File: src/sv/lpsp_pkg.sv
// Types and constants shared by the LED pixel symbol packer.
package lpsp_pkg;

    // Fixed geometry of the line stream.
    localparam int WORD_BITS   = 32;
    localparam int SYMBOL_BITS = 3;
    localparam int DATA_BITS   = 24;
    localparam int COLOR_BITS  = 8;
    localparam int STREAM_BITS = DATA_BITS * SYMBOL_BITS;
    localparam int BUF_BITS    = WORD_BITS - 1 + STREAM_BITS;
    localparam int FILL_W      = $clog2(BUF_BITS + 1);
    localparam int USED_W      = $clog2(WORD_BITS + 1);
    localparam int SHIFT_W     = $clog2(WORD_BITS);

    // Configuration port.
    localparam int CFG_IDX_W  = 2;
    localparam int CFG_DATA_W = 3;
    localparam logic [CFG_IDX_W-1:0] REG_SYMBOL_ONE  = 2'd0;
    localparam logic [CFG_IDX_W-1:0] REG_SYMBOL_ZERO = 2'd1;

    // Reset patterns: long high for a one, short high for a zero.
    localparam logic [SYMBOL_BITS-1:0] SYMBOL_HIGH_RST = 3'd6;
    localparam logic [SYMBOL_BITS-1:0] SYMBOL_LOW_RST  = 3'd4;

    // One pixel as held in the input register.
    typedef struct packed {
        logic [COLOR_BITS-1:0] green;
        logic [COLOR_BITS-1:0] red;
        logic [COLOR_BITS-1:0] blue;
        logic                  pixel_on;
        logic                  last_pixel;
    } pixel_t;

    // Expanded symbol stream of one pixel, first line bit at the top.
    typedef struct packed {
        logic [STREAM_BITS-1:0] stream;
        logic                   last;
    } sym_item_t;

endpackage

File: src/sv/lpsp_if.sv
// Channel interfaces: pixel input, packed word output and configuration writes.
interface lpsp_pixel_if;
    logic                               valid;
    logic                               ready;
    logic [lpsp_pkg::COLOR_BITS-1:0]    green;
    logic [lpsp_pkg::COLOR_BITS-1:0]    red;
    logic [lpsp_pkg::COLOR_BITS-1:0]    blue;
    logic                               pixel_on;
    logic                               last_pixel;

    modport source (output valid, green, red, blue, pixel_on, last_pixel, input ready);
    modport sink   (input valid, green, red, blue, pixel_on, last_pixel, output ready);
endinterface

interface lpsp_word_if;
    logic                           valid;
    logic                           ready;
    logic [lpsp_pkg::WORD_BITS-1:0] word;
    logic [lpsp_pkg::USED_W-1:0]    bits_used;
    logic                           last_word;

    modport source (output valid, word, bits_used, last_word, input ready);
    modport sink   (input valid, word, bits_used, last_word, output ready);
endinterface

interface lpsp_cfg_if;
    logic                            valid;
    logic                            ready;
    logic [lpsp_pkg::CFG_IDX_W-1:0]  index;
    logic [lpsp_pkg::CFG_DATA_W-1:0] data;

    modport source (output valid, index, data, input ready);
    modport sink   (input valid, index, data, output ready);
endinterface

File: src/sv/lpsp_expand.sv
// Expands one pixel into its stream of line symbols.
module lpsp_expand (
    input  lpsp_pkg::pixel_t                   pix,
    input  logic [lpsp_pkg::SYMBOL_BITS-1:0]   symbol_one,
    input  logic [lpsp_pkg::SYMBOL_BITS-1:0]   symbol_zero,
    output logic [lpsp_pkg::STREAM_BITS-1:0]   stream
);

    logic [lpsp_pkg::DATA_BITS-1:0] data;

    // A disabled pixel sends all zero bits.
    assign data = pix.pixel_on ? {pix.green, pix.red, pix.blue} : '0;

    // Data bit i owns symbol slot i, so the top data bit lands first on the line.
    always_comb
    begin
        for (int i = 0; i < lpsp_pkg::DATA_BITS; i++)
        begin
            stream[i*lpsp_pkg::SYMBOL_BITS +: lpsp_pkg::SYMBOL_BITS] =
                data[i] ? symbol_one : symbol_zero;
        end
    end

endmodule

File: src/sv/lpsp_packer.sv
// Bit accumulator that cuts the symbol stream into words and flushes at frame end.
module lpsp_packer (
    input  logic                  clk,
    input  logic                  rst_n,
    input  logic                  sym_valid,
    input  lpsp_pkg::sym_item_t   sym,
    output logic                  sym_take,
    lpsp_word_if.source           res
);

    localparam logic [lpsp_pkg::FILL_W-1:0] WORD_FILL   =
        lpsp_pkg::FILL_W'(lpsp_pkg::WORD_BITS);
    localparam logic [lpsp_pkg::FILL_W-1:0] STREAM_FILL =
        lpsp_pkg::FILL_W'(lpsp_pkg::STREAM_BITS);

    logic [lpsp_pkg::BUF_BITS-1:0]  acc_reg, acc_next;
    logic [lpsp_pkg::FILL_W-1:0]    fill_reg, fill_next;
    logic                           flush_reg, flush_next;
    logic                           out_valid_reg, out_valid_next;
    logic [lpsp_pkg::WORD_BITS-1:0] out_word_reg, out_word_next;
    logic [lpsp_pkg::USED_W-1:0]    out_used_reg, out_used_next;
    logic                           out_last_reg, out_last_next;

    logic                           full;
    logic                           emit;
    logic                           flush_done;
    logic                           load;
    logic [lpsp_pkg::FILL_W-1:0]    after;
    logic [lpsp_pkg::BUF_BITS-1:0]  base;
    logic [lpsp_pkg::BUF_BITS-1:0]  ext;

    // Word emission: a full word, or the partial tail while flushing.
    assign full       = (fill_reg >= WORD_FILL);
    assign emit       = (full || (flush_reg && (fill_reg != '0)))
                        && (!out_valid_reg || res.ready);
    assign flush_done = emit && flush_reg && (fill_reg <= WORD_FILL);

    // Bits left in the accumulator once this cycle's word is gone.
    always_comb
    begin
        if (emit)
        begin
            after = full ? (fill_reg - WORD_FILL) : '0;
            base  = acc_reg << lpsp_pkg::WORD_BITS;
        end
        else
        begin
            after = fill_reg;
            base  = acc_reg;
        end
    end

    // A new pixel joins when fewer than a word of bits remain and no flush stays open past this cycle's word.
    assign load     = sym_valid && (after < WORD_FILL) && (!flush_reg || flush_done);
    assign sym_take = load;

    // Place the new stream directly behind the remaining bits.
    assign ext = {sym.stream, {(lpsp_pkg::BUF_BITS - lpsp_pkg::STREAM_BITS){1'b0}}};

    always_comb
    begin
        acc_next   = load ? (base | (ext >> after[lpsp_pkg::SHIFT_W-1:0])) : base;
        fill_next  = after + (load ? STREAM_FILL : '0);
        if (load)
        begin
            flush_next = sym.last;
        end
        else if (flush_done)
        begin
            flush_next = 1'b0;
        end
        else
        begin
            flush_next = flush_reg;
        end
    end

    // Output register: holds a word until the receiver takes it.
    always_comb
    begin
        out_valid_next = out_valid_reg && !res.ready;
        out_word_next  = out_word_reg;
        out_used_next  = out_used_reg;
        out_last_next  = out_last_reg;
        if (emit)
        begin
            out_valid_next = 1'b1;
            out_word_next  = acc_reg[lpsp_pkg::BUF_BITS-1 -: lpsp_pkg::WORD_BITS];
            out_used_next  = full ? lpsp_pkg::USED_W'(lpsp_pkg::WORD_BITS)
                                  : fill_reg[lpsp_pkg::USED_W-1:0];
            out_last_next  = flush_reg && (fill_reg <= WORD_FILL);
        end
    end

    // Control state.
    always_ff @(posedge clk or negedge rst_n)
    begin
        if (!rst_n)
        begin
            acc_reg       <= '0;
            fill_reg      <= '0;
            flush_reg     <= 1'b0;
            out_valid_reg <= 1'b0;
        end
        else
        begin
            acc_reg       <= acc_next;
            fill_reg      <= fill_next;
            flush_reg     <= flush_next;
            out_valid_reg <= out_valid_next;
        end
    end

    // Output payload.
    always_ff @(posedge clk)
    begin
        out_word_reg <= out_word_next;
        out_used_reg <= out_used_next;
        out_last_reg <= out_last_next;
    end

    assign res.valid     = out_valid_reg;
    assign res.word      = out_word_reg;
    assign res.bits_used = out_used_reg;
    assign res.last_word = out_last_reg;

endmodule

File: src/sv/led_pixel_symbol_packer_unit.sv
// Top level of the LED pixel symbol packer.
//
// Pixels enter on pix (green, red, blue, pixel_on, last_pixel) and are
// turned into 3-bit line symbols, 72 line bits per pixel, packed from bit
// 31 downward into 32-bit words on res. bits_used is 32 for a full word;
// the word that closes a frame carries last_word and may be partial,
// zero-padded below bits_used. Symbol patterns are written on cfg
// (index 0: pattern for a one, index 1: pattern for a zero); cfg is
// always ready and other indexes are ignored.
// The first word of a pixel passes the input register, the accumulator and
// the output register on its way to res. The single 32-bit result port sets
// the rate: one word leaves per cycle while the receiver is ready, and a
// frame end with a partial tail sends it as one more, shorter word.
// An input register and the output register decouple the two sides: a
// stalled receiver stops the accumulator, and pix is ready while the input
// register is empty or its pixel is being taken. Reset empties the
// accumulator, drops any partial word and restores the patterns to 6 and 4.
module led_pixel_symbol_packer_unit (
    input  logic          clk,
    input  logic          rst_n,
    lpsp_cfg_if.sink      cfg,
    lpsp_pixel_if.sink    pix,
    lpsp_word_if.source   res
);

    logic [lpsp_pkg::SYMBOL_BITS-1:0] sym_one_reg, sym_one_next;
    logic [lpsp_pkg::SYMBOL_BITS-1:0] sym_zero_reg, sym_zero_next;
    logic                             in_valid_reg, in_valid_next;
    lpsp_pkg::pixel_t                 in_pix_reg, in_pix_next;
    logic                             sym_take;
    logic [lpsp_pkg::STREAM_BITS-1:0] sym_stream;
    lpsp_pkg::sym_item_t              sym;

    // Configuration writes.
    assign cfg.ready = 1'b1;

    always_comb
    begin
        sym_one_next  = sym_one_reg;
        sym_zero_next = sym_zero_reg;
        if (cfg.valid && cfg.ready)
        begin
            case (cfg.index)
                lpsp_pkg::REG_SYMBOL_ONE:  sym_one_next  = cfg.data;
                lpsp_pkg::REG_SYMBOL_ZERO: sym_zero_next = cfg.data;
                default:                   ;
            endcase
        end
    end

    // Input register: refills in the same cycle the packer takes its pixel.
    assign pix.ready = !in_valid_reg || sym_take;

    always_comb
    begin
        in_valid_next = in_valid_reg && !sym_take;
        in_pix_next   = in_pix_reg;
        if (pix.valid && pix.ready)
        begin
            in_valid_next = 1'b1;
            in_pix_next   = '{green: pix.green, red: pix.red, blue: pix.blue,
                              pixel_on: pix.pixel_on, last_pixel: pix.last_pixel};
        end
    end

    always_ff @(posedge clk or negedge rst_n)
    begin
        if (!rst_n)
        begin
            sym_one_reg  <= lpsp_pkg::SYMBOL_HIGH_RST;
            sym_zero_reg <= lpsp_pkg::SYMBOL_LOW_RST;
            in_valid_reg <= 1'b0;
        end
        else
        begin
            sym_one_reg  <= sym_one_next;
            sym_zero_reg <= sym_zero_next;
            in_valid_reg <= in_valid_next;
        end
    end

    always_ff @(posedge clk)
    begin
        in_pix_reg <= in_pix_next;
    end

    // Symbol expansion of the held pixel.
    lpsp_expand u_expand (
        .pix         (in_pix_reg),
        .symbol_one  (sym_one_reg),
        .symbol_zero (sym_zero_reg),
        .stream      (sym_stream)
    );

    assign sym = '{stream: sym_stream, last: in_pix_reg.last_pixel};

    // Word packing and frame flush.
    lpsp_packer u_packer (
        .clk       (clk),
        .rst_n     (rst_n),
        .sym_valid (in_valid_reg),
        .sym       (sym),
        .sym_take  (sym_take),
        .res       (res)
    );

endmodule

File: src/flat_wrapper.sv
// flat-port wrapper written by rule: the top's interface ports become plain ports
module led_pixel_symbol_packer_unit_flat 
  (clk, rst_n, cfg_valid, cfg_index, cfg_data, cfg_ready, pix_valid, pix_green, pix_red, pix_blue, pix_pixel_on, pix_last_pixel, pix_ready, res_valid, res_word, res_bits_used, res_last_word, res_ready);
  lpsp_cfg_if cfg_i ();
  lpsp_pixel_if pix_i ();
  lpsp_word_if res_i ();
  input  logic clk;
  input  logic rst_n;
  input wire logic [$bits(cfg_i.valid)-1:0] cfg_valid;
  input wire logic [$bits(cfg_i.index)-1:0] cfg_index;
  input wire logic [$bits(cfg_i.data)-1:0] cfg_data;
  output wire logic [$bits(cfg_i.ready)-1:0] cfg_ready;
  input wire logic [$bits(pix_i.valid)-1:0] pix_valid;
  input wire logic [$bits(pix_i.green)-1:0] pix_green;
  input wire logic [$bits(pix_i.red)-1:0] pix_red;
  input wire logic [$bits(pix_i.blue)-1:0] pix_blue;
  input wire logic [$bits(pix_i.pixel_on)-1:0] pix_pixel_on;
  input wire logic [$bits(pix_i.last_pixel)-1:0] pix_last_pixel;
  output wire logic [$bits(pix_i.ready)-1:0] pix_ready;
  output wire logic [$bits(res_i.valid)-1:0] res_valid;
  output wire logic [$bits(res_i.word)-1:0] res_word;
  output wire logic [$bits(res_i.bits_used)-1:0] res_bits_used;
  output wire logic [$bits(res_i.last_word)-1:0] res_last_word;
  input wire logic [$bits(res_i.ready)-1:0] res_ready;
  assign cfg_i.valid = cfg_valid;
  assign cfg_i.index = cfg_index;
  assign cfg_i.data = cfg_data;
  assign cfg_ready = cfg_i.ready;
  assign pix_i.valid = pix_valid;
  assign pix_i.green = pix_green;
  assign pix_i.red = pix_red;
  assign pix_i.blue = pix_blue;
  assign pix_i.pixel_on = pix_pixel_on;
  assign pix_i.last_pixel = pix_last_pixel;
  assign pix_ready = pix_i.ready;
  assign res_valid = res_i.valid;
  assign res_word = res_i.word;
  assign res_bits_used = res_i.bits_used;
  assign res_last_word = res_i.last_word;
  assign res_i.ready = res_ready;
  led_pixel_symbol_packer_unit u_core (.clk(clk), .rst_n(rst_n), .cfg(cfg_i), .pix(pix_i), .res(res_i));
endmodule
File: config.mk
export PLATFORM = sky130hd
export DESIGN_NAME = led_pixel_symbol_packer_unit_flat
export DESIGN_NICKNAME = d
export VERILOG_FILES = /design/src/sv/lpsp_pkg.sv /design/src/sv/lpsp_if.sv /design/src/sv/lpsp_expand.sv /design/src/sv/lpsp_packer.sv /design/src/sv/led_pixel_symbol_packer_unit.sv /design/src/flat_wrapper.sv
export SDC_FILE = /design/constraint.sdc
export NUM_CORES = 1
export LEC_CHECK = 0
export ABC_AREA = 1
export BUFFER_PORTS_ARGS = -buffer_cell sky130_fd_sc_hd__buf_4
export CAP_MARGIN = 15
export CORE_ASPECT_RATIO = 0.5
export CORE_MARGIN = 2
export CORE_UTILIZATION = 31
export DETAILED_ROUTE_END_ITERATION = 16
export PLACE_DENSITY = 0.45
export SLEW_MARGIN = 20
export SYNTH_ARGS = -nofsm -noshare
export SYNTH_HDL_FRONTEND = slang
export SYNTH_SLANG_ARGS = --single-unit
File: constraint.sdc
create_clock -name clk -period 4.5 [get_ports clk]
set_input_delay 1.125 -clock clk [delete_from_list [all_inputs] [get_ports clk]]
set_output_delay 1.125 -clock clk [all_outputs]
set_load 0.005 [all_outputs]
==> results of run 1 <==
-- cells in the final DEF, fill, tap and decap left out, types with 2 or more instances in the layout --
master / n
clkinv_4: 2
o21ai_2: 2
clkinv_8: 3
o21ai_0: 123
nor2_1: 37
inv_2: 3
nand2_1: 386
inv_8: 4
clkbuf_16: 17
nand2_2: 5
a21oi_1: 4
buf_12: 8
inv_6: 3
nand4_1: 5
ha_1: 3
o21ai_1: 11
buf_4: 97
dfrtp_1: 115
nand3_1: 707
clkinv_2: 3
nand2_4: 3
nor2_4: 2
dfstp_2: 3
o211ai_1: 4
inv_1: 80
edfxtp_1: 65
o22ai_1: 2
o21a_1: 2
-- power by group --
part           switching, mW  internal, mW  total (mW)
clock                  0.807         0.800        1.61
combinational           3.16          1.27        4.43
sequential             0.397          2.45        2.85
-- how the worst max path moves through the flow --
stage                                     start  slack [ns]                   end  cells after the start
floorplan                             res_ready        0.81  u_core.in_pix_reg[0]                      9
global placement                      res_ready        0.84             pix_ready                     11
detailed placement                    res_ready        0.88             pix_ready                     11
CTS                 u_core.u_packer.fill_reg[5]        0.70             pix_ready                     13
global route        u_core.u_packer.fill_reg[5]        0.52             pix_ready                     13
finish              u_core.u_packer.fill_reg[3]        0.71             pix_ready                     13
-- final cells by class --
type	instances	area, um^2
Multi-Input combinational cell	1305	6140
Timing Repair Buffer	105	888.4
Clock buffer	18	429.2
Fill cell	4011	24180
Sequential cell	184	4935
Tap cell	520	650.6
Inverter	86	326.6
Clock inverter	14	175.2
-- layer usage --
layer  vias up  part of all wire, %  GRT usage, %  wire length (um)
li1       5863                    -             -                 -
met1      6032                   48         40.90             25580
met2       646                   37         33.33             19530
met3        64                   13         11.67              6653
met4         2                  2.1         7.027              1090
met5         -                 0.30         2.930               159
-- logic make-up (layout without fill, tap and decap cells) --
| family | Yosys count | in the layout | synth area share, % |
|---|---|---|---|
| xor gates and xnor gates | 2 | 2 | 0.1465 |
| DFF | 184 | 184 | 41.24 |
| buffers and inverters | 212 | 223 | 7.688 |
| other | 1 | 1 | 0.03135 |
| AOI/OAI and AO/OA | 149 | 149 | 6.443 |
| muxes | 1 | 1 | 0.08369 |
| adders and majority gates | 3 | 3 | 0.3138 |
| and+or+nand+nor | 1149 | 1149 | 44.05 |
-- worst max-delay path, delay by kind of cell, from the launching register on --
kind	cells	cell delay [ns]
simple gates	11	1.43
flops	1	0.51
buf+inv	2	0.26
==> flow_metrics.env, run 1 <==
export IMPL_synth_edf_count=65
export IMPL_min_delay_path_depth=0
export IMPL_setup_ws_ns=0.7089
export IMPL_synth_seq_cells=184
export IMPL_syn_num_nets=1740
export IMPL_yosysSeqAreaShare_pct=41.24
export IMPL_hold_violations=0
export IMPL_synth_ff_type="dfrtp_1"
export IMPL_clock_skew_ns=0.01605
export IMPL_critical_path_required_ns=3.38
export IMPL_worst_r2r_path_depth=15
export IMPL_dp_cells=2200
export IMPL_largest_reg_flops=103
export IMPL_critPathMaxFanout=8
export IMPL_rsz0062_at_grt="no"
export IMPL_grt_pass1_vias=11825
export IMPL_path_class="reg2out"
export IMPL_die_w_um=281.8
export IMPL_core_rowCount=50
export IMPL_power_mw=8.884
export IMPL_overflow=0
export IMPL_cts_buffers=17
export IMPL_synthTopCellsByCount="nand3_1 (708), nand2_1 (390), o21ai_0 (128), dfrtp_1 (116), inv_1 (82)"
export IMPL_die_y_um=142.9
export IMPL_place_area_um2=12940
export IMPL_synth_most_common_cell="nand3_1"
export IMPL_grtUsageTotal_pct=26.99
export IMPL_period_share_pct=84.25
export IMPL_finalNonFillerCells=2232
export IMPL_cts_tree="done"
export IMPL_dr_pass1_iters=8
export IMPL_start_kind="flip-flop"
export IMPL_via_count=12607
export IMPL_grt_max_degree=106
export IMPL_hold_path_class="reg2reg"
export IMPL_final_setup_tns_ns=0
export IMPL_cp_end_kind="output pin"
export IMPL_yosysWarnings=0
export IMPL_core_um2=37720
export IMPL_yosys_area_top_type_share_pct=29.62
export IMPL_max_clock_freq_mhz=263.8
export IMPL_grt_pass1_wl_um=79210
export IMPL_crit_path_cell_trace="nor2_1 -> nand2_1 -> nor2_4 -> nor2_4 -> nand2_1 -> nand2_4 -> nand2_1 -> nor2b_1 -> nand2_1 -> nor2_8 -> inv_1 -> nand2_1 -> buf_4"
export IMPL_area_growth_pct=13.23
export IMPL_worstReg2RegStart="u_core.u_packer.fill_reg[3]"
export IMPL_drive_gt1_share_pct=9.404
export IMPL_cp_common_cell="nand2_1"
export IMPL_cts_max_level=4
export IMPL_post_cts_resized=0
export IMPL_postSynthAreaPerCell_um2=7.032
export IMPL_clockBufferDepth=2
export IMPL_synthCells=1701
export IMPL_clock_latency_ns=0.47
export IMPL_finalInstanceArea_um2=13540
export IMPL_hold_buffers=0
export IMPL_drcViolationCount=0
export IMPL_vias_per_cell=5.648
export IMPL_dr_first_iter_drc_count=1666
export IMPL_root_buffer="clkbuf_16"
export IMPL_synthArstFlopShare_pct=64.67
export IMPL_cpPeakStageDelay_ns=0.51
export IMPL_rr_endpoint="u_core.u_packer.acc_reg[69]"
export IMPL_hold_slack_ns=0.4543
export IMPL_clkSlewWorstSetupHoldPaths_ns=0.08
export IMPL_min_period_ns=3.791
export IMPL_ir_worst_vdd_v=0.0002386
export IMPL_pwr_density_cell_nw_per_um2=656.0
export IMPL_antenna_found_initial=0
export IMPL_antenna_left=0
export IMPL_die_area_um2=40270
export IMPL_finalSetupViolCount=0
export IMPL_maxSlewViolCount=0
export IMPL_post_cts_buffers=0
export IMPL_antenna_cells=0
export IMPL_cts_sinks=184
export IMPL_io_buffer_count=76
export IMPL_worst_pin_slew_ns=1.291
export IMPL_io_pins=78
export IMPL_initial_core_util_pct=31.71
export IMPL_arrival_ns=2.67
export IMPL_gp_congestion=1.011
export IMPL_routed_wl_um=53020
export IMPL_yosys_area_top_type="nand3_1"
export IMPL_wl_per_cell_um=23.75
export IMPL_final_util_pct=35.90
export IMPL_max_cap_violations=0
export IMPL_nets=1738
export IMPL_slew_headroom_pct=13.05
export IMPL_rrSetupSlack_ns=1.13
export IMPL_synth_distinct_cells=34
export IMPL_yosys_top_cells_area="nand3_1 (30%), dfrtp_1 (24%), edfxtp_1 (16%)"
export IMPL_hp_start="u_core.u_packer.acc_reg[97]"
export IMPL_syn_area_um2=11960
export IMPL_power_leakage_nw=5.924
export IMPL_cpMaxStageDelayCell="dfrtp_1"
export IMPL_dp_hpwl_um=39270
export IMPL_status="finished clean"
export IMPL_dpl_worst_slack_ns=0.8811
export IMPL_min_to="u_core.u_packer.res.word[26]"
(Power assumes the default switching activity.)
==> inputs of run 2 (changes only) <==
--- a/config.mk
+++ b/config.mk
@@ -12,7 +12,7 @@
 export CORE_MARGIN = 2
 export CORE_UTILIZATION = 31
 export DETAILED_ROUTE_END_ITERATION = 16
-export PLACE_DENSITY = 0.45
+export PLACE_DENSITY = 0.47
 export SLEW_MARGIN = 20
 export SYNTH_ARGS = -nofsm -noshare
 export SYNTH_HDL_FRONTEND = slang
==> constraint.sdc (replaced) <==
create_clock -name clk -period 3.14 [get_ports clk]
set_input_delay 0.785 -clock clk [delete_from_list [all_inputs] [get_ports clk]]
set_output_delay 0.785 -clock clk [all_outputs]
set_load 0.005 [all_outputs]
==> flow_metrics.env, run 2 (same netlist as run 1, synthesis figures left out) <==
export IMPL_grt_pass1_wl_um=74900
export IMPL_max_clock_freq_mhz=335.4
export IMPL_setup_ws_ns=0.1582
export IMPL_rrSetupSlack_ns=0.16
export IMPL_core_rowCount=50
export IMPL_initial_core_util_pct=31.71
export IMPL_hold_path_class="in2async"
export IMPL_start_kind="flip-flop"
export IMPL_crit_path_cell_trace="nor2_1 -> nand2_2 -> nor2_4 -> nor2_4 -> buf_4 -> nand3_2 -> buf_12 -> nand3_1 -> nor2_1 -> nand2_1 -> nor2_1 -> nand3_1 -> nand3_1"
export IMPL_worstReg2RegStart="u_core.u_packer.fill_reg[1]"
export IMPL_clock_latency_ns=0.46
export IMPL_dr_pass1_iters=6
export IMPL_root_buffer="clkbuf_16"
export IMPL_fillers=4000
export IMPL_antenna_cells=0
export IMPL_wl_per_cell_um=22.16
export IMPL_cpPeakStageDelay_ns=0.41
export IMPL_arrival_ns=3.37
export IMPL_final_common_cell="nand3_1"
export IMPL_antenna_left=0
export IMPL_hold_buffers=0
export IMPL_cpMaxStageDelayCell="dfrtp_1"
export IMPL_cp_end_kind="flip-flop"
export IMPL_critical_path_required_ns=3.53
export IMPL_overflow=0
export IMPL_largest_reg_flops=103
export IMPL_hold_violations=0
export IMPL_drcViolationCount=0
export IMPL_rsz0062_at_grt="no"
export IMPL_cts_sinks=184
export IMPL_worst_pin_slew_ns=0.8723
export IMPL_die_y_um=142.9
export IMPL_hold_slack_ns=0.2494
export IMPL_gp_congestion=0.9055
export IMPL_cts_tree="done"
export IMPL_core_um2=37720
export IMPL_min_period_ns=2.982
export IMPL_via_count=12470
export IMPL_maxSlewViolCount=0
export IMPL_status="finished clean"
export IMPL_dp_hpwl_um=36990
export IMPL_antenna_found_initial=0
export IMPL_grt_pass1_vias=11441
export IMPL_finalNonFillerCells=2254
export IMPL_routed_wl_um=49940
export IMPL_max_cap_violations=0
export IMPL_power_leakage_nw=6.050
export IMPL_dp_cells=2218
export IMPL_area_growth_pct=15.28
export IMPL_nets=1760
export IMPL_clock_skew_ns=0.01412
export IMPL_vias_per_cell=5.532
export IMPL_finalSetupViolCount=0
export IMPL_worst_r2r_path_depth=13
export IMPL_die_w_um=281.8
export IMPL_clkSlewWorstSetupHoldPaths_ns=0.07
export IMPL_die_area_um2=40270
export IMPL_grt_max_degree=80
export IMPL_io_pins=78
export IMPL_clockBufferDepth=2
export IMPL_critPathMaxFanout=57
export IMPL_dpl_worst_slack_ns=0.1057
export IMPL_ir_worst_vdd_v=0.0004190
export IMPL_final_cell_mix="nand3_1 (707), nand2_1 (384), o21ai_0 (128), dfrtp_1 (115), buf_4 (109)"
export IMPL_cts_buffers=17
export IMPL_period_share_pct=94.96
export IMPL_pwr_density_cell_nw_per_um2=919.7
export IMPL_drive_gt1_share_pct=10.78
export IMPL_rr_endpoint="u_core.u_packer.acc_reg[16]"
export IMPL_power_mw=12.68
export IMPL_final_setup_tns_ns=0
export IMPL_slew_headroom_pct=41.85
export IMPL_io_buffer_count=76
export IMPL_dr_first_iter_drc_count=1716
export IMPL_path_class="reg2reg"
export IMPL_cts_max_level=4
export IMPL_grtUsageTotal_pct=25.37
-- run 2: cell types whose count changed in the layout (fill, tap and decap cells not counted), sizes merged --
cell	previous run	this run
buf	105	127
clkbuf	18	21
clkinv	8	6
bufinv	1	0
-- run 2: how the worst max path moves through the flow --
stage | endpoint | slack, ns | depth (start not counted) | startpoint
final | u_core.u_packer.acc_reg[16] | 0.16 | 13 | u_core.u_packer.fill_reg[1]
after global routing | pix_ready | 0.008 | 13 | u_core.u_packer.fill_reg[4]
after CTS | pix_ready | 0.02 | 13 | u_core.u_packer.fill_reg[4]
after detailed placement | u_core.u_packer.acc_reg[16] | 0.11 | 11 | res_ready
after global placement | u_core.u_packer.acc_reg[16] | 0.02 | 11 | res_ready
after floorplan | u_core.u_packer.res.bits_used[0] | 0.07 | 7 | res_ready
-- run 2: area by class of cell --
| class | instances | area, um^2 | share of cell area, % |
|---|---|---|---|
| clock inverter | 11 | 106.4 | 0.7713 |
| inverter | 86 | 327.8 | 2.377 |
| clock buffer | 21 | 450.4 | 3.266 |
| timing repair buffer | 127 | 1170 | 8.484 |
| multi-input combinational | 1305 | 6150 | 44.60 |
| tap | 520 | 650.6 | 4.718 |
| sequential | 184 | 4935 | 35.79 |
-- run 2: power breakdown --
group	switching (mW)	internal [mW]	leakage [nW]
registers	0.520	3.51	2.13
logic	4.46	2.03	3.65
clock network	1.10	1.07	0.271
total	6.07	6.61	6.05
-- run 2: repair_timing --
item | CTS | global route
resized for setup | 1 | 5
endpoints found under the hold margin | 0 | 0
setup endpoints to repair | 1 | 2
buffers inserted | 3 | 1
pin swaps | 2 | 0
-- run 2: layer usage --
metal,vias up,GRT usage [%],share of wire [%]
met5,-,0,0
met3,41,8.197,11
met1,5919,39.12,49
li1,5924,-,-
met4,0,5.599,1.6
met2,586,33.38,39
-- run 2: critical path, delay by kind of cell (launching register included) --
kind                   cells  cell delay (ns)
AND/OR/NAND/NOR           11             2.04
buffers and inverters      2             0.44
flip-flops                 1             0.41
-- run 2: through the flow --
stage,area (um^2),utilization (%)
after floorplan,11970,-
after global placement,13190,34.97
after detailed placement,13190,34.97
after CTS,13770,36.51
after global routing,13790,36.55
final,13790,36.55
